==> src/hw/rtl/gbce_pkg.sv <==
// Shared types, constants and pixel packing helpers for the glyph bitmap
// color expander. No dependencies; every other file of the block imports it.
package gbce_pkg;

    // Default widths of the parameterized coordinate and offset fields.
    localparam int COORD_WIDTH_DEF  = 12;
    localparam int OFFSET_WIDTH_DEF = 26;

    // Fixed field widths.
    localparam int LB_W     = 14;
    localparam int FD_W     = 6;
    localparam int COLOR_W  = 32;
    localparam int PITCH_W  = 8;
    localparam int GD_W     = 8;
    localparam int DATA_W   = 8;
    localparam int CNT_W    = 3;
    localparam int STATUS_W = 2;
    localparam int CFG_IDX_W = 2;

    // One lane per bit of a 1 bpp bitmap byte.
    localparam int LANES   = 8;
    localparam int LCNT_W  = $clog2(LANES + 1);

    // Request types.
    localparam logic REQ_START = 1'b0;
    localparam logic REQ_DATA  = 1'b1;

    // Register indexes of the configuration port.
    localparam logic [CFG_IDX_W-1:0] REG_LINE_BYTES  = 2'd0;
    localparam logic [CFG_IDX_W-1:0] REG_FRAME_DEPTH = 2'd1;
    localparam logic [CFG_IDX_W-1:0] REG_FORE_COLOR  = 2'd2;
    localparam logic [CFG_IDX_W-1:0] REG_BACK_COLOR  = 2'd3;

    // Supported depths.
    localparam logic [FD_W-1:0] FD_8BPP  = 6'd8;
    localparam logic [FD_W-1:0] FD_16BPP = 6'd16;
    localparam logic [FD_W-1:0] FD_32BPP = 6'd32;
    localparam logic [FD_W-1:0] FD_RESET = FD_16BPP;
    localparam logic [GD_W-1:0] GD_1BPP  = 8'd1;
    localparam logic [GD_W-1:0] GD_8BPP  = 8'd8;

    localparam logic [PITCH_W-1:0] BIR_MAX = 8'hFF;

    // Result status codes.
    typedef enum logic [STATUS_W-1:0] {
        ST_OK        = 2'd0,
        ST_BAD_FRAME = 2'd1,
        ST_BAD_GLYPH = 2'd2
    } t_status;

    // Everything of one result word except its byte offset.
    typedef struct packed {
        logic [COLOR_W-1:0] value;
        logic [CNT_W-1:0]   count;
        t_status            status;
        logic               done;
        logic               last;
    } t_word_info;

    // True for the frame depths the block can write.
    function automatic logic frame_depth_ok(input logic [FD_W-1:0] depth);
        return (depth == FD_8BPP) || (depth == FD_16BPP) || (depth == FD_32BPP);
    endfunction

    // Left shift that turns a pixel column into a byte column.
    function automatic logic [1:0] depth_shift(input logic [FD_W-1:0] depth);
        logic [1:0] sh;
        unique case (depth)
            FD_16BPP: sh = 2'd1;
            FD_32BPP: sh = 2'd2;
            default:  sh = 2'd0;
        endcase
        return sh;
    endfunction

    // Bytes written for one pixel.
    function automatic logic [CNT_W-1:0] pixel_bytes(input logic [FD_W-1:0] depth);
        logic [CNT_W-1:0] cnt;
        unique case (depth)
            FD_8BPP:  cnt = 3'd1;
            FD_16BPP: cnt = 3'd2;
            FD_32BPP: cnt = 3'd4;
            default:  cnt = 3'd0;
        endcase
        return cnt;
    endfunction

    // Converts a 0x00RRGGBB color into the frame buffer format.
    function automatic logic [COLOR_W-1:0] pack_pixel(input logic [COLOR_W-1:0] color,
                                                      input logic [FD_W-1:0]    depth);
        logic [COLOR_W-1:0] val;
        unique case (depth)
            FD_8BPP:  val = {24'd0, color[7:0]};
            FD_16BPP: val = {16'd0, color[23:19], color[15:10], color[7:3]};
            FD_32BPP: val = color;
            default:  val = '0;
        endcase
        return val;
    endfunction

endpackage

==> src/hw/rtl/gbce_req_if.sv <==
// Request channel of the glyph expander: start words and bitmap byte words.
// Depends on gbce_pkg for the fixed field widths.
interface gbce_req_if #(
    parameter int COORD_WIDTH = gbce_pkg::COORD_WIDTH_DEF
);
    import gbce_pkg::*;

    logic                   valid;
    logic                   ready;
    logic                   req_type;
    logic [COORD_WIDTH-1:0] box_left;
    logic [COORD_WIDTH-1:0] box_top;
    logic [COORD_WIDTH:0]   box_right_end;
    logic [COORD_WIDTH:0]   box_bottom_end;
    logic [PITCH_W-1:0]     row_pitch;
    logic [GD_W-1:0]        glyph_depth;
    logic [DATA_W-1:0]      data_byte;

    modport source (
        output valid, req_type, box_left, box_top, box_right_end, box_bottom_end,
               row_pitch, glyph_depth, data_byte,
        input  ready
    );

    modport sink (
        input  valid, req_type, box_left, box_top, box_right_end, box_bottom_end,
               row_pitch, glyph_depth, data_byte,
        output ready
    );
endinterface

==> src/hw/rtl/gbce_res_if.sv <==
// Result channel of the glyph expander: one frame buffer write per word.
// Depends on gbce_pkg for the fixed field widths.
interface gbce_res_if #(
    parameter int OFFSET_WIDTH = gbce_pkg::OFFSET_WIDTH_DEF
);
    import gbce_pkg::*;

    logic                    valid;
    logic                    ready;
    logic [OFFSET_WIDTH-1:0] byte_offset;
    logic [COLOR_W-1:0]      pixel_value;
    logic [CNT_W-1:0]        byte_count;
    logic [STATUS_W-1:0]     status;
    logic                    glyph_done;
    logic                    last_of_run;

    modport source (
        output valid, byte_offset, pixel_value, byte_count, status, glyph_done,
               last_of_run,
        input  ready
    );

    modport sink (
        input  valid, byte_offset, pixel_value, byte_count, status, glyph_done,
               last_of_run,
        output ready
    );
endinterface

==> src/hw/rtl/gbce_lane.sv <==
// One pixel lane: column, in-box test, byte offset and packed color of one pixel.
// Depends on gbce_pkg for widths and the pixel packing functions.
module gbce_lane #(
    parameter int COORD_WIDTH  = gbce_pkg::COORD_WIDTH_DEF,
    parameter int OFFSET_WIDTH = gbce_pkg::OFFSET_WIDTH_DEF,
    parameter int LANE_IDX     = 0
) (
    input  logic [COORD_WIDTH:0]           i_x,
    input  logic [COORD_WIDTH:0]           i_right_end,
    input  logic [OFFSET_WIDTH-1:0]        i_row_base,
    input  logic [gbce_pkg::FD_W-1:0]      i_frame_depth,
    input  logic                           i_set,
    input  logic [gbce_pkg::COLOR_W-1:0]   i_fore,
    input  logic [gbce_pkg::COLOR_W-1:0]   i_back,
    output logic                           o_live,
    output logic [OFFSET_WIDTH-1:0]        o_offset,
    output logic [gbce_pkg::COLOR_W-1:0]   o_value,
    output logic [gbce_pkg::CNT_W-1:0]     o_count
);
    import gbce_pkg::*;

    logic [COORD_WIDTH+1:0] w_xk;
    logic [COORD_WIDTH+3:0] w_xbytes;

    // Column of this lane's pixel and whether it still lies inside the box.
    assign w_xk   = {1'b0, i_x} + (COORD_WIDTH+2)'(LANE_IDX);
    assign o_live = w_xk < {1'b0, i_right_end};

    // Byte column is the pixel column times the bytes per pixel.
    assign w_xbytes = {2'b00, w_xk} << depth_shift(i_frame_depth);
    assign o_offset = i_row_base + OFFSET_WIDTH'(w_xbytes);

    // Pixel color in frame format.
    assign o_value = pack_pixel(i_set ? i_fore : i_back, i_frame_depth);
    assign o_count = pixel_bytes(i_frame_depth);
endmodule

==> src/hw/rtl/gbce_batch.sv <==
// Result merge and drain stage: takes the words of all lanes for one request
// and hands them out one per ready cycle. Depends on gbce_pkg and gbce_res_if.
module gbce_batch #(
    parameter int OFFSET_WIDTH = gbce_pkg::OFFSET_WIDTH_DEF
) (
    input  logic                          i_clk,
    input  logic                          i_rst_n,
    input  logic                          i_load,
    input  logic [gbce_pkg::LCNT_W-1:0]   i_load_cnt,
    input  logic [OFFSET_WIDTH-1:0]       i_off  [gbce_pkg::LANES],
    input  gbce_pkg::t_word_info          i_info [gbce_pkg::LANES],
    output logic                          o_can_take,
    output logic [gbce_pkg::LCNT_W-1:0]   o_cnt,
    gbce_res_if.source                    o_res
);
    import gbce_pkg::*;

    logic [OFFSET_WIDTH-1:0] r_off  [LANES];
    t_word_info              r_info [LANES];
    logic [LCNT_W-1:0]       r_cnt;
    logic [LCNT_W-1:0]       n_cnt;
    logic                    w_pop;

    assign w_pop      = o_res.valid && o_res.ready;
    // A new batch may enter once the stage is empty or its last word leaves now.
    assign o_can_take = (r_cnt == '0) || ((r_cnt == LCNT_W'(1)) && o_res.ready);
    assign o_cnt      = r_cnt;

    always_comb begin
        if (i_load) begin
            n_cnt = i_load_cnt;
        end else if (w_pop) begin
            n_cnt = r_cnt - LCNT_W'(1);
        end else begin
            n_cnt = r_cnt;
        end
    end

    always_ff @(posedge i_clk) begin
        if (!i_rst_n) begin
            r_cnt <= '0;
        end else begin
            r_cnt <= n_cnt;
        end
    end

    // Word storage: loaded in parallel, shifted toward the head on each pop.
    always_ff @(posedge i_clk) begin
        if (i_load) begin
            r_off  <= i_off;
            r_info <= i_info;
        end else if (w_pop) begin
            for (int i = 0; i < LANES - 1; i++) begin
                r_off[i]  <= r_off[i+1];
                r_info[i] <= r_info[i+1];
            end
        end
    end

    // The head of the storage drives the result channel.
    assign o_res.valid       = r_cnt != '0;
    assign o_res.byte_offset = r_off[0];
    assign o_res.pixel_value = r_info[0].value;
    assign o_res.byte_count  = r_info[0].count;
    assign o_res.status      = r_info[0].status;
    assign o_res.glyph_done  = r_info[0].done;
    assign o_res.last_of_run = r_info[0].last;
endmodule

==> src/hw/rtl/glyph_bitmap_color_expander_unit.sv <==
// Glyph bitmap color expander: monochrome or 8 bpp glyph bytes to frame writes.
// The first write of a request word appears in the cycle after acceptance.
// Throughput: a 1 bpp byte gives up to 8 writes, an 8 bpp byte one; the result
// port moves one word per cycle while its ready is high, and the next request
// is taken in the cycle its predecessor's last write leaves.
// Reset (synchronous, active low): registers to reset values, no glyph open.
module glyph_bitmap_color_expander_unit #(
    parameter int COORD_WIDTH  = gbce_pkg::COORD_WIDTH_DEF,
    parameter int OFFSET_WIDTH = gbce_pkg::OFFSET_WIDTH_DEF
) (
    input  logic                             i_clk,
    input  logic                             i_rst_n,
    input  logic                             i_cfg_we,
    input  logic [gbce_pkg::CFG_IDX_W-1:0]   i_cfg_idx,
    input  logic [gbce_pkg::COLOR_W-1:0]     i_cfg_data,
    gbce_req_if.sink                         i_req,
    gbce_res_if.source                       o_res
);
    import gbce_pkg::*;

    localparam int XW = COORD_WIDTH + 1;
    localparam int PW = XW + LB_W;

    // Configuration registers.
    logic [LB_W-1:0]    r_line_bytes;
    logic [FD_W-1:0]    r_frame_depth;
    logic [COLOR_W-1:0] r_fore;
    logic [COLOR_W-1:0] r_back;

    // Glyph walk state.
    logic [XW-1:0]           r_x;
    logic [XW-1:0]           r_y;
    logic [PITCH_W-1:0]      r_bir;
    logic [COORD_WIDTH-1:0]  r_left;
    logic [XW-1:0]           r_re;
    logic [XW-1:0]           r_be;
    logic [PITCH_W-1:0]      r_pitch;
    logic                    r_active;
    logic                    r_mode8;
    logic [OFFSET_WIDTH-1:0] r_row_base;

    logic [LANES-1:0]        w_live;
    logic [OFFSET_WIDTH-1:0] w_lane_off  [LANES];
    logic [COLOR_W-1:0]      w_lane_val  [LANES];
    logic [CNT_W-1:0]        w_lane_cnt  [LANES];
    logic [OFFSET_WIDTH-1:0] w_load_off  [LANES];
    t_word_info              w_load_info [LANES];
    logic [LCNT_W-1:0]       w_nlive;
    logic [LCNT_W-1:0]       w_npix;
    logic [LCNT_W-1:0]       w_nload;
    logic [LCNT_W-1:0]       w_bcnt;

    logic           w_acc, w_start, w_data, w_can_take;
    logic           w_gd_ok, w_gd8, w_box_ok;
    logic           w_err_frame, w_err_glyph, w_gend, w_adv, w_row_full, w_last_row;
    logic [XW:0]    w_x_new;
    logic [PITCH_W-1:0] w_bir_inc;
    logic           w_lb_wr;
    logic [XW-1:0]  w_mul_a;
    logic [LB_W-1:0] w_mul_b;
    logic [PW-1:0]  w_prod;

    // Request handshake.
    assign i_req.ready = w_can_take;
    assign w_acc       = i_req.valid && w_can_take;
    assign w_start     = w_acc && (i_req.req_type == REQ_START);
    assign w_data      = w_acc && (i_req.req_type == REQ_DATA) && r_active;

    // Configuration writes.
    assign w_lb_wr = i_cfg_we && (i_cfg_idx == REG_LINE_BYTES);

    always_ff @(posedge i_clk) begin
        if (!i_rst_n) begin
            r_line_bytes  <= '0;
            r_frame_depth <= FD_RESET;
            r_fore        <= '0;
            r_back        <= '0;
        end else if (i_cfg_we) begin
            unique case (i_cfg_idx)
                REG_LINE_BYTES:  r_line_bytes  <= i_cfg_data[LB_W-1:0];
                REG_FRAME_DEPTH: r_frame_depth <= i_cfg_data[FD_W-1:0];
                REG_FORE_COLOR:  r_fore        <= i_cfg_data;
                REG_BACK_COLOR:  r_back        <= i_cfg_data;
                default:         r_line_bytes  <= r_line_bytes;
            endcase
        end
    end

    // Pixel lanes, one per bit of a 1 bpp byte; lane 0 serves 8 bpp mode.
    for (genvar k = 0; k < LANES; k++) begin : g_lane
        logic w_set;
        assign w_set = r_mode8 ? (i_req.data_byte != '0) : i_req.data_byte[LANES-1-k];

        gbce_lane #(
            .COORD_WIDTH  (COORD_WIDTH),
            .OFFSET_WIDTH (OFFSET_WIDTH),
            .LANE_IDX     (k)
        ) u_lane (
            .i_x           (r_x),
            .i_right_end   (r_re),
            .i_row_base    (r_row_base),
            .i_frame_depth (r_frame_depth),
            .i_set         (w_set),
            .i_fore        (r_fore),
            .i_back        (r_back),
            .o_live        (w_live[k]),
            .o_offset      (w_lane_off[k]),
            .o_value       (w_lane_val[k]),
            .o_count       (w_lane_cnt[k])
        );
    end

    // Number of lanes whose pixel is still inside the current row.
    always_comb begin
        logic [LCNT_W-1:0] sum;
        sum = '0;
        for (int k = 0; k < LANES; k++) begin
            sum = sum + LCNT_W'(w_live[k]);
        end
        w_nlive = sum;
    end

    // Row and glyph end decisions for a bitmap byte.
    assign w_npix      = r_mode8 ? LCNT_W'(1) : w_nlive;
    assign w_x_new     = {1'b0, r_x} + (XW+1)'(w_npix);
    assign w_row_full  = w_x_new >= {1'b0, r_re};
    assign w_last_row  = ({1'b0, r_y} + (XW+1)'(1)) >= {1'b0, r_be};
    assign w_err_frame = w_data && (w_npix != '0) && !frame_depth_ok(r_frame_depth);
    assign w_gend      = w_data && !w_err_frame && (w_npix != '0) && w_row_full && w_last_row;
    assign w_bir_inc   = (r_bir == BIR_MAX) ? r_bir : r_bir + PITCH_W'(1);
    assign w_adv       = w_data && !w_err_frame && !w_gend && w_row_full &&
                         (r_mode8 || (w_bir_inc >= r_pitch));

    // Start word checks.
    assign w_gd_ok     = (i_req.glyph_depth == GD_1BPP) || (i_req.glyph_depth == GD_8BPP);
    assign w_gd8       = i_req.glyph_depth == GD_8BPP;
    assign w_box_ok    = (i_req.box_right_end > {1'b0, i_req.box_left}) &&
                         (i_req.box_bottom_end > {1'b0, i_req.box_top});
    assign w_err_glyph = w_start && !w_gd_ok;

    // Merge lane words into one batch, or a single error word.
    always_comb begin
        for (int k = 0; k < LANES; k++) begin
            w_load_off[k]        = w_lane_off[k];
            w_load_info[k].value  = w_lane_val[k];
            w_load_info[k].count  = w_lane_cnt[k];
            w_load_info[k].status = ST_OK;
            w_load_info[k].last   = LCNT_W'(k + 1) == w_nload;
            w_load_info[k].done   = (LCNT_W'(k + 1) == w_nload) && w_gend;
        end
        if (w_err_glyph || w_err_frame) begin
            w_load_off[0]        = '0;
            w_load_info[0].value  = '0;
            w_load_info[0].count  = '0;
            w_load_info[0].status = w_err_glyph ? ST_BAD_GLYPH : ST_BAD_FRAME;
            w_load_info[0].done   = 1'b1;
            w_load_info[0].last   = 1'b1;
        end
    end

    always_comb begin
        priority if (w_err_glyph || w_err_frame) begin
            w_nload = LCNT_W'(1);
        end else if (w_data) begin
            w_nload = w_npix;
        end else begin
            w_nload = '0;
        end
    end

    // Row base y * line_bytes: multiplied on a start or a stride change,
    // stepped by the stride on each row advance.
    assign w_mul_a = w_start ? XW'(i_req.box_top) : r_y;
    assign w_mul_b = w_lb_wr ? i_cfg_data[LB_W-1:0] : r_line_bytes;
    assign w_prod  = PW'(w_mul_a) * PW'(w_mul_b);

    always_ff @(posedge i_clk) begin
        if (!i_rst_n) begin
            r_row_base <= '0;
        end else if (w_start || w_lb_wr) begin
            r_row_base <= OFFSET_WIDTH'(w_prod);
        end else if (w_adv) begin
            r_row_base <= r_row_base + OFFSET_WIDTH'(r_line_bytes);
        end
    end

    // Glyph walk state update.
    always_ff @(posedge i_clk) begin
        if (!i_rst_n) begin
            r_x      <= '0;
            r_y      <= '0;
            r_bir    <= '0;
            r_left   <= '0;
            r_re     <= '0;
            r_be     <= '0;
            r_pitch  <= '0;
            r_active <= 1'b0;
            r_mode8  <= 1'b0;
        end else if (w_start) begin
            r_left   <= i_req.box_left;
            r_re     <= i_req.box_right_end;
            r_be     <= i_req.box_bottom_end;
            r_pitch  <= i_req.row_pitch;
            r_x      <= XW'(i_req.box_left);
            r_y      <= XW'(i_req.box_top);
            r_bir    <= '0;
            r_active <= w_gd_ok && w_box_ok;
            r_mode8  <= w_gd_ok && w_box_ok && w_gd8;
        end else if (w_err_frame) begin
            r_active <= 1'b0;
            r_mode8  <= 1'b0;
        end else if (w_data) begin
            if (w_gend) begin
                r_active <= 1'b0;
            end
            if (w_adv) begin
                r_x <= XW'(r_left);
                r_y <= r_y + XW'(1);
            end else begin
                r_x <= w_x_new[XW-1:0];
            end
            if (!r_mode8) begin
                r_bir <= w_adv ? '0 : w_bir_inc;
            end
        end
    end

    // Result merge and drain stage.
    gbce_batch #(
        .OFFSET_WIDTH (OFFSET_WIDTH)
    ) u_batch (
        .i_clk      (i_clk),
        .i_rst_n    (i_rst_n),
        .i_load     (w_acc),
        .i_load_cnt (w_nload),
        .i_off      (w_load_off),
        .i_info     (w_load_info),
        .o_can_take (w_can_take),
        .o_cnt      (w_bcnt),
        .o_res      (o_res)
    );

`ifndef NO_ASSERTIONS
    // The drain stage never holds more words than there are lanes.
    a_batch_bound: assert property (@(posedge i_clk) disable iff (!i_rst_n)
        w_bcnt <= LCNT_W'(LANES))
        else $error("result batch overfilled");

    // An 8 bpp byte produces at most one write.
    a_mode8_single: assert property (@(posedge i_clk) disable iff (!i_rst_n)
        (w_acc && r_mode8 && r_active) |=> (w_bcnt <= LCNT_W'(1)))
        else $error("8 bpp byte produced more than one write");

    // Error words carry no write and close both the glyph and the run.
    a_error_word: assert property (@(posedge i_clk) disable iff (!i_rst_n)
        o_res.valid |-> ((o_res.status == ST_OK) ||
                         ((o_res.byte_count == '0) && o_res.glyph_done && o_res.last_of_run)))
        else $error("error word malformed");

    // An open glyph's row is in the box; its column is at most the right end.
    a_walk_in_box: assert property (@(posedge i_clk) disable iff (!i_rst_n)
        r_active |-> ((r_y < r_be) && (r_x <= r_re)))
        else $error("glyph walk left its box");
`endif
endmodule

==> src/flat_wrapper.sv <==
// flat-port wrapper written by rule: the top's interface ports become plain ports
module glyph_bitmap_color_expander_unit_flat import gbce_pkg::*;
#(
    parameter int COORD_WIDTH  = gbce_pkg::COORD_WIDTH_DEF,
    parameter int OFFSET_WIDTH = gbce_pkg::OFFSET_WIDTH_DEF
)
  (i_clk, i_rst_n, i_cfg_we, i_cfg_idx, i_cfg_data, i_req_valid, i_req_req_type, i_req_box_left, i_req_box_top, i_req_box_right_end, i_req_box_bottom_end, i_req_row_pitch, i_req_glyph_depth, i_req_data_byte, i_req_ready, o_res_valid, o_res_byte_offset, o_res_pixel_value, o_res_byte_count, o_res_status, o_res_glyph_done, o_res_last_of_run, o_res_ready);
  gbce_req_if #(.COORD_WIDTH(COORD_WIDTH)) i_req_i ();
  gbce_res_if #(.OFFSET_WIDTH(OFFSET_WIDTH)) o_res_i ();
  input  logic i_clk;
  input  logic i_rst_n;
  input  logic i_cfg_we;
  input  logic [gbce_pkg::CFG_IDX_W-1:0] i_cfg_idx;
  input  logic [gbce_pkg::COLOR_W-1:0] i_cfg_data;
  input wire logic [$bits(i_req_i.valid)-1:0] i_req_valid;
  input wire logic [$bits(i_req_i.req_type)-1:0] i_req_req_type;
  input wire logic [$bits(i_req_i.box_left)-1:0] i_req_box_left;
  input wire logic [$bits(i_req_i.box_top)-1:0] i_req_box_top;
  input wire logic [$bits(i_req_i.box_right_end)-1:0] i_req_box_right_end;
  input wire logic [$bits(i_req_i.box_bottom_end)-1:0] i_req_box_bottom_end;
  input wire logic [$bits(i_req_i.row_pitch)-1:0] i_req_row_pitch;
  input wire logic [$bits(i_req_i.glyph_depth)-1:0] i_req_glyph_depth;
  input wire logic [$bits(i_req_i.data_byte)-1:0] i_req_data_byte;
  output wire logic [$bits(i_req_i.ready)-1:0] i_req_ready;
  output wire logic [$bits(o_res_i.valid)-1:0] o_res_valid;
  output wire logic [$bits(o_res_i.byte_offset)-1:0] o_res_byte_offset;
  output wire logic [$bits(o_res_i.pixel_value)-1:0] o_res_pixel_value;
  output wire logic [$bits(o_res_i.byte_count)-1:0] o_res_byte_count;
  output wire logic [$bits(o_res_i.status)-1:0] o_res_status;
  output wire logic [$bits(o_res_i.glyph_done)-1:0] o_res_glyph_done;
  output wire logic [$bits(o_res_i.last_of_run)-1:0] o_res_last_of_run;
  input wire logic [$bits(o_res_i.ready)-1:0] o_res_ready;
  assign i_req_i.valid = i_req_valid;
  assign i_req_i.req_type = i_req_req_type;
  assign i_req_i.box_left = i_req_box_left;
  assign i_req_i.box_top = i_req_box_top;
  assign i_req_i.box_right_end = i_req_box_right_end;
  assign i_req_i.box_bottom_end = i_req_box_bottom_end;
  assign i_req_i.row_pitch = i_req_row_pitch;
  assign i_req_i.glyph_depth = i_req_glyph_depth;
  assign i_req_i.data_byte = i_req_data_byte;
  assign i_req_ready = i_req_i.ready;
  assign o_res_valid = o_res_i.valid;
  assign o_res_byte_offset = o_res_i.byte_offset;
  assign o_res_pixel_value = o_res_i.pixel_value;
  assign o_res_byte_count = o_res_i.byte_count;
  assign o_res_status = o_res_i.status;
  assign o_res_glyph_done = o_res_i.glyph_done;
  assign o_res_last_of_run = o_res_i.last_of_run;
  assign o_res_i.ready = o_res_ready;
  glyph_bitmap_color_expander_unit #(.COORD_WIDTH(COORD_WIDTH), .OFFSET_WIDTH(OFFSET_WIDTH)) u_core (.i_clk(i_clk), .i_rst_n(i_rst_n), .i_cfg_we(i_cfg_we), .i_cfg_idx(i_cfg_idx), .i_cfg_data(i_cfg_data), .i_req(i_req_i), .o_res(o_res_i));
endmodule
==> config.mk <==
export PLATFORM = sky130hd
export DESIGN_NAME = glyph_bitmap_color_expander_unit_flat
export DESIGN_NICKNAME = d
export VERILOG_FILES = /design/src/hw/rtl/gbce_pkg.sv /design/src/hw/rtl/gbce_req_if.sv /design/src/hw/rtl/gbce_res_if.sv /design/src/hw/rtl/gbce_lane.sv /design/src/hw/rtl/gbce_batch.sv /design/src/hw/rtl/glyph_bitmap_color_expander_unit.sv /design/src/flat_wrapper.sv
export SDC_FILE = /design/constraint.sdc
export NUM_CORES = 2
export LEC_CHECK = 0
export BUFFER_PORTS_ARGS = -buffer_cell sky130_fd_sc_hd__buf_2
export CAP_MARGIN = 20
export CORE_AREA = 2 2 327 329
export CTS_CLUSTER_DIAMETER = 40
export DETAILED_ROUTE_END_ITERATION = 12
export DIE_AREA = 0 0 329 331
export GPL_ROUTABILITY_DRIVEN = 0
export GPL_TIMING_DRIVEN = 0
export PLACE_DENSITY = 0.72
export SYNTH_ARGS = -nofsm -noshare
export SYNTH_HDL_FRONTEND = slang
export SYNTH_SLANG_ARGS = --single-unit
==> constraint.sdc <==
create_clock -name i_clk -period 25.6 [get_ports i_clk]
set_input_delay 5.12 -clock i_clk [delete_from_list [all_inputs] [get_ports i_clk]]
set_output_delay 5.12 -clock i_clk [all_outputs]
set_load 0.03 [all_outputs]
Word-level counts from Yosys, hierarchy flattened
Cells that the tools add are included.

word-level totals
  input port bits = 114
  logic and storage cells = 251
  register bits after elaboration = 702

cells by class
  multiplexer cells = 58
  reductions and logical operators = 62
  eq/ne operators = 19
  $mul = 1
  add/subtract/negate cells = 28
  shift operators = 8
  order comparisons = 13
  bitwise operators = 4

operator list
  cell                                                             count
  32-bit one-hot mux with 3 select lines                           8
  273-bit two-way mux                                              2
  182-bit two-way mux                                              2
  32-bit two-way mux                                               8
  26-bit by 16-bit adder with 26-bit output                        8
  14-bit by 2-bit << shifter with 16-bit output                    7
  14-bit by 13-bit < comparator with 1-bit output                  7
  12-bit two-way mux                                               7
  26-bit two-way mux                                               3
  13-bit by 3-bit adder with 14-bit output, second input constant  4
  39-bit two-way mux                                               1
  13-bit by 1-bit adder with 14-bit output, second input constant  2
  13-bit by 2-bit adder with 14-bit output, second input constant  2
  14-bit by 13-bit greater-or-equal comparator with 1-bit output   2
  1-bit logical AND                                                28
  26-bit by 14-bit adder with 26-bit output                        1
  13-bit by 12-bit > comparator with 1-bit output                  2
  13-bit by 14-bit multiplier with 26-bit output                   1
  13-bit two-way mux                                               2
  4-bit by 1-bit adder with 4-bit output                           6
  4-bit two-way mux                                                5
  3-bit by 4-bit == test with 1-bit output, first input constant   4
  8-bit two-way mux                                                2
  13-bit by 2-bit << shifter with 16-bit output                    1
  other kinds (37)                                                 78

Depth between registers and ports, before layout
  depth in word-level cells = 26
  depth in mapped cells = 42

By module
From an unflattened synthesis, not the netlist that was laid out.

second synthesis, totals
  cells, all modules = 6222
  area, all modules = 58513.6 sq um

modules (own cells, without submodules)
  module                                times used  cells an instance  seq. area each (sq um)  area each (sq um)
  gbce_batch                            1           1126               15695.1                 21750.9
  glyph_bitmap_color_expander_unit      1           2170               3843.7                  16962.5
  gbce_lane at u_core.g_lane[1].u_lane  1           410                0.0                     2705.1
  gbce_lane at u_core.g_lane[5].u_lane  1           380                0.0                     2547.4
  gbce_lane at u_core.g_lane[3].u_lane  1           375                0.0                     2521.2
  gbce_lane at u_core.g_lane[7].u_lane  1           367                0.0                     2489.9
  gbce_lane at u_core.g_lane[2].u_lane  1           366                0.0                     2464.9
  gbce_lane at u_core.g_lane[4].u_lane  1           365                0.0                     2437.3
  gbce_lane at u_core.g_lane[6].u_lane  1           355                0.0                     2431.1
  gbce_lane at u_core.g_lane[0].u_lane  1           308                0.0                     2203.4

Least setup slack after synthesis
Ideal clock, no wire load.

  kind = input to register
  from = in o_res_ready
  to = reg u_core.u_batch.r_cnt[1] (netlist: u_core.u_batch.o_cnt[1])
  stages = 4
  library setup time = 0.137 ns
  arrival = 11.549 ns
  path slack = 13.915 ns
  buffers on the path = 0
  cell sequence = mux2_2 -> o21ai_0 -> o22ai_1 -> nor2_1

between the ends
  word-level cells in the longest chain between the ends = 10
  elaborated cells between the ends (all ways) = 15
  those cells by class = 3 x mux; 12 x reduce/logical

ends and longest elaborated chain
  item                            RTL line                                 RTL
  start, declared                 flat_wrapper.sv:32                       input wire logic [$bits(o_res_i.ready)-1:0] o_res_ready;
  1-bit logical AND               gbce_batch.sv:26                         assign o_can_take = (r_cnt == '0) || ((r_cnt == LCNT_W'(1)) && o_res.ready);
  1-bit logical OR                gbce_batch.sv:26
  1-bit logical AND               glyph_bitmap_color_expander_unit.sv:65   assign w_acc = i_req.valid && w_can_take;
  1-bit logical AND (2 in a row)  glyph_bitmap_color_expander_unit.sv:67   assign w_data = w_acc && (i_req.req_type == REQ_DATA) && r_active;
  1-bit logical AND (2 in a row)  glyph_bitmap_color_expander_unit.sv:128  assign w_err_frame = w_data && (w_npix != '0) && !frame_depth_ok(r_frame_depth);
  1-bit logical OR                glyph_bitmap_color_expander_unit.sv:162  priority if (w_err_glyph || w_err_frame) begin
  4-bit two-way mux               glyph_bitmap_color_expander_unit.sv:162
  4-bit two-way mux               gbce_batch.sv:30                         if (i_load) begin
  end signal, assigned            gbce_batch.sv:43                         r_cnt <= n_cnt;
  end, declared                   gbce_batch.sv:20                         logic [LCNT_W-1:0] r_cnt;

Parallel ways exist; a longest one is shown, timed or not.
A chain may end at the register's enable or synchronous reset.

Worst setup path in the final report
  from = in o_res_ready
  to = reg u_core.r_row_base[22]

between the ends
  word-level cells in the longest chain between the ends = 17
  elaborated cells between the ends (all ways) = 22
  those cells by class = 1 x mul; 2 x mux; 19 x reduce/logical

ends and longest elaborated chain
  item                                                                                                     RTL line                                 RTL
  1-bit logical AND (*)                                                                                    gbce_batch.sv:26
  1-bit logical OR (*)                                                                                     gbce_batch.sv:26
  1-bit logical AND (*)                                                                                    glyph_bitmap_color_expander_unit.sv:65
  parallel branches: the longest is 14 deep, another holds 13-bit by 14-bit multiplier with 26-bit output  --
  end signal, assigned                                                                                     glyph_bitmap_color_expander_unit.sv:181  r_row_base <= OFFSET_WIDTH'(w_prod);
  end signal, assigned                                                                                     glyph_bitmap_color_expander_unit.sv:183  r_row_base <= r_row_base + OFFSET_WIDTH'(r_line_bytes);
  end, declared                                                                                            glyph_bitmap_color_expander_unit.sv:40   logic [OFFSET_WIDTH-1:0] r_row_base;

Every way passes the cells marked *.

==> impl_results.md <==
* Kind of end point of the critical path: flip-flop
* Fin. max-slew vios at 0
* Clk_lat worst skew at 0.76 ns
* Fmax at 0.0763 GHz
* Post-Synth Adder-Cell Area at 14.3%
* Initial antenna violation count at 7
* CTS tree: built
* Leak Pwr at 24.8 nW
* Fin Setup TNS at 0 ns
* Synth area leaders: edfxtp_1 (29%), ha_1 (8.9%), dfxtp_1 (7.5%), nand2_1 (7.0%), mux2i_1 (5.9%)
* All-Layer GR Usage at 33.4%
* Synth Register Bits at 702
* Register share of total power at 28.1%
* Nets at roughly 6700
* Total core area at 105000 um2
* Initial Util at 49.8%
* Commonest cells post-synth: nand2_1 (970), edfxtp_1 (506), o21ai_0 (426), ha_1 (372), nor2_1 (370)
* Top-count cell post-synth: nand2_1
* Clk pwr share at 21.6%
* Port bufs at 180
* Pre-CTS setup slack at between 10 and 15 ns
* # Post-CTS Setup Buffers at 0
* Post-synthesis xor/xnor area fraction at 4.96%
* DR vias at 47600
* CTS Buf Count at 111
* Max Cap Violations at 0
* DP HPWL at 142 mm
* Maximum clock insertion buffer count at 3
* Combinational Power Share at 50.2%
* Pwr dens at 127 nW/um2
* P_int at 4.21 mW
* Mapped Cells at between 5000 and 6000
* Vias per inst at 6.28
* Num rows at 119
* Detail Route Antenna Nets at 0
* Status: finished, final reports clean
* Maximum number of pins on one net before global-route repair at 103
* PnR worst setup slack at approximately 12 ns
* Post-synth EDFFs at about 510
* Die width at 329 um
* Clock Sinks at between 700 and 800
* Vias in the first global route at 45800
* Worst Path Arrival at about 14 ns
* Sw power at 3.30 mW
* Post-synth top area share at 29.1%
* Crit-path max FO at 10
* Final min period at 13.10 ns
* Sequential fraction of the synthesis area at a little over a third
* Post-synth ARST share at 0%
* First-pass DRT Iterations at 7
* Synth Area in Compound Gates at 17.7%
* Worst Setup Start Kind: input pin
* Post-Layout Cell Count at approximately 7600
* RSZ-0062 raised after global routing: false
* Final Cycle Share at 51.2%
* Post-synth cell types at 85
* Worst slew pin tran at 1.17 ns
* Residual DRC at 0
* # IOs at 181
* CTS resizes at 0
* Synthesized Nets at 6417
* First-pass GRT wire length at around 280 mm
* H-tree depth at 3
* Mapped cell area at approximately 52000 um2
* Vert. Die Dim at 331 um
* Die ar. at ~110000 um2
* Endpoints failing setup at 0
* Ys Warns at 0
* Placed insts at roughly 7400
* Largest area contributor in the netlist: edfxtp_1
* Area grow syn2layout at 13.2%
* Synthesized area per cell at 9.03 um2
* Global route overflow at 0
* Post-Synth Simple-Gate Area at approximately 14%
* Tot Pwr at approximately 7.5 mW
* Ratio of cells with drive above 1 in the final layout at 8.37%
* Req. time, crit path at 26.20 ns
* Post-synth top flop: edfxtp_1
* Mux share of post-synthesis cell area at under 10%
* Clk slew on worst S/H paths at about 0.06 ns
* Max VDD drop at around 0.27 mV
* Clock skew at between 0.08 and 0.09 ns
* Fin. Hold Viols at 0
* CTS root buf: clkbuf_16
* Final wirelength at 186 mm
* Hold WC Path Type: flip-flop to flip-flop
* Drt wl/cell at 24.5 um
* Slew HR at 21.7%
* Combinational family with the most area after synthesis: compound AO/OA/AOI/OAI gates
* Drt initial violations at 6600
* Sw Ratio at 43.9%
* Crit Path Class: input pin to flip-flop
* Hold buffers post-CTS at 0
==> power groups by stage <==
stage,registers [mW],logic [mW],clock network [mW]
after floorplan,2.12,2.49,0
after detailed placement,2.12,3.62,0
final,2.11,3.77,1.62
after global placement,2.23,3.52,0
after global routing,2.15,4.08,1.68
after CTS,2.10,3.67,1.63
==> path summary, 6_finish.rpt <==
kind	to	from	cells after the start	slack (ns)
setup reg to reg	u_core.r_x[2]	u_core.r_x[0]	36	13.91
setup / recovery	u_core.r_row_base[22]	o_res_ready	27	12.50
hold reg to reg	u_core.r_be[5]	u_core.r_be[5]	2	0.45
hold / removal	u_core.r_be[5]	u_core.r_be[5]	2	0.45
==> cells by family after synthesis <==
group | Yosys count
compound gates | 1456
flops | 702
xor+xnor | 296
simple gates | 1732
mux | 332
buf+inv | 757
other cells | 1
fa+ha+maj | 514
==> cell usage in the layout, fill, tap and decap left out, types with 196 or more instances in the layout <==
cell	instances
mux2i_1	308
clkbuf_1	316
nand2_1	970
dfxtp_1	196
a21oi_1	343
nor2_1	370
inv_1	302
ha_1	372
o21ai_0	426
edfxtp_1	506
==> cell type report <==
class | count | area (um2)
Fill cell | 9352 | 45800
Multi-Input combinational cell | 4331 | 30100
Sequential cell | 702 | 19100
Clock buffer | 133 | 3050
Buffer | 453 | 1960
Tap cell | 1391 | 1740
Inverter | 304 | 1140
Timing Repair Buffer | 190 | 1090
Clock inverter | 75 | 1010
Antenna cell | 3 | 7.51
==> critical path, cell delays in order <==
cell	delay, ns
buf_2	0.20
a21o_1	0.18
and2_1	0.32
nand2_1	0.27
inv_1	0.47
nand2b_1	0.32
clkbuf_1	0.30
o21ai_0	0.91
clkbuf_1	0.49
nand2_1	0.15
fa_1	0.50
fa_1	0.52
inv_1	0.05
fa_1	0.48
inv_1	0.06
fa_1	0.53
inv_1	0.06
fa_1	0.49
ha_1	0.37
and2_1	0.20
a22o_1	0.20
a31oi_1	0.24
a21oi_1	0.23
a211o_1	0.37
xnor2_1	0.39
a21oi_1	0.13
o311a_1	0.14
==> per-stage QoR <==
stage	hold slack (ns)	area, um2	utilization [%]
global route	0.468	59200	56.4
floorplan	0.432	52300	-
finish	0.453	59200	56.4
global placement	0.441	54900	52.3
detailed placement	0.446	55100	52.5
CTS	0.453	59200	56.4
==> sequential cells by signal (all words and copies together) (netlist names), 4 cells and up <==
register and cells:
u_core.u_batch.r_info 259, u_core.u_batch.r_off 182, u_core.r_back 32, u_core.r_fore 32, u_core.u_batch.o_res.pixel_value 32, u_core.r_row_base 26, u_core.u_batch.o_res.byte_offset 26, u_core.r_line_bytes 14
u_core.r_be 13, u_core.r_re 13, u_core.r_x 13, u_core.r_y 13, u_core.r_left 12, u_core.r_bir 8, u_core.r_pitch 8, u_core.r_frame_depth 6
u_core.u_batch.o_cnt 4
==> per-layer routing <==
metal  vias to the layer above  track usage (%)  share of wire [%]
met4                         2             20.5                6.8
met2                      3226             50.1                 42
met5                         -                0             0.0070
met1                     22500             43.1                 38
li1                      21100                -                  -
met3                       763             9.16                 13
Power figures use the tool's default switching activity.
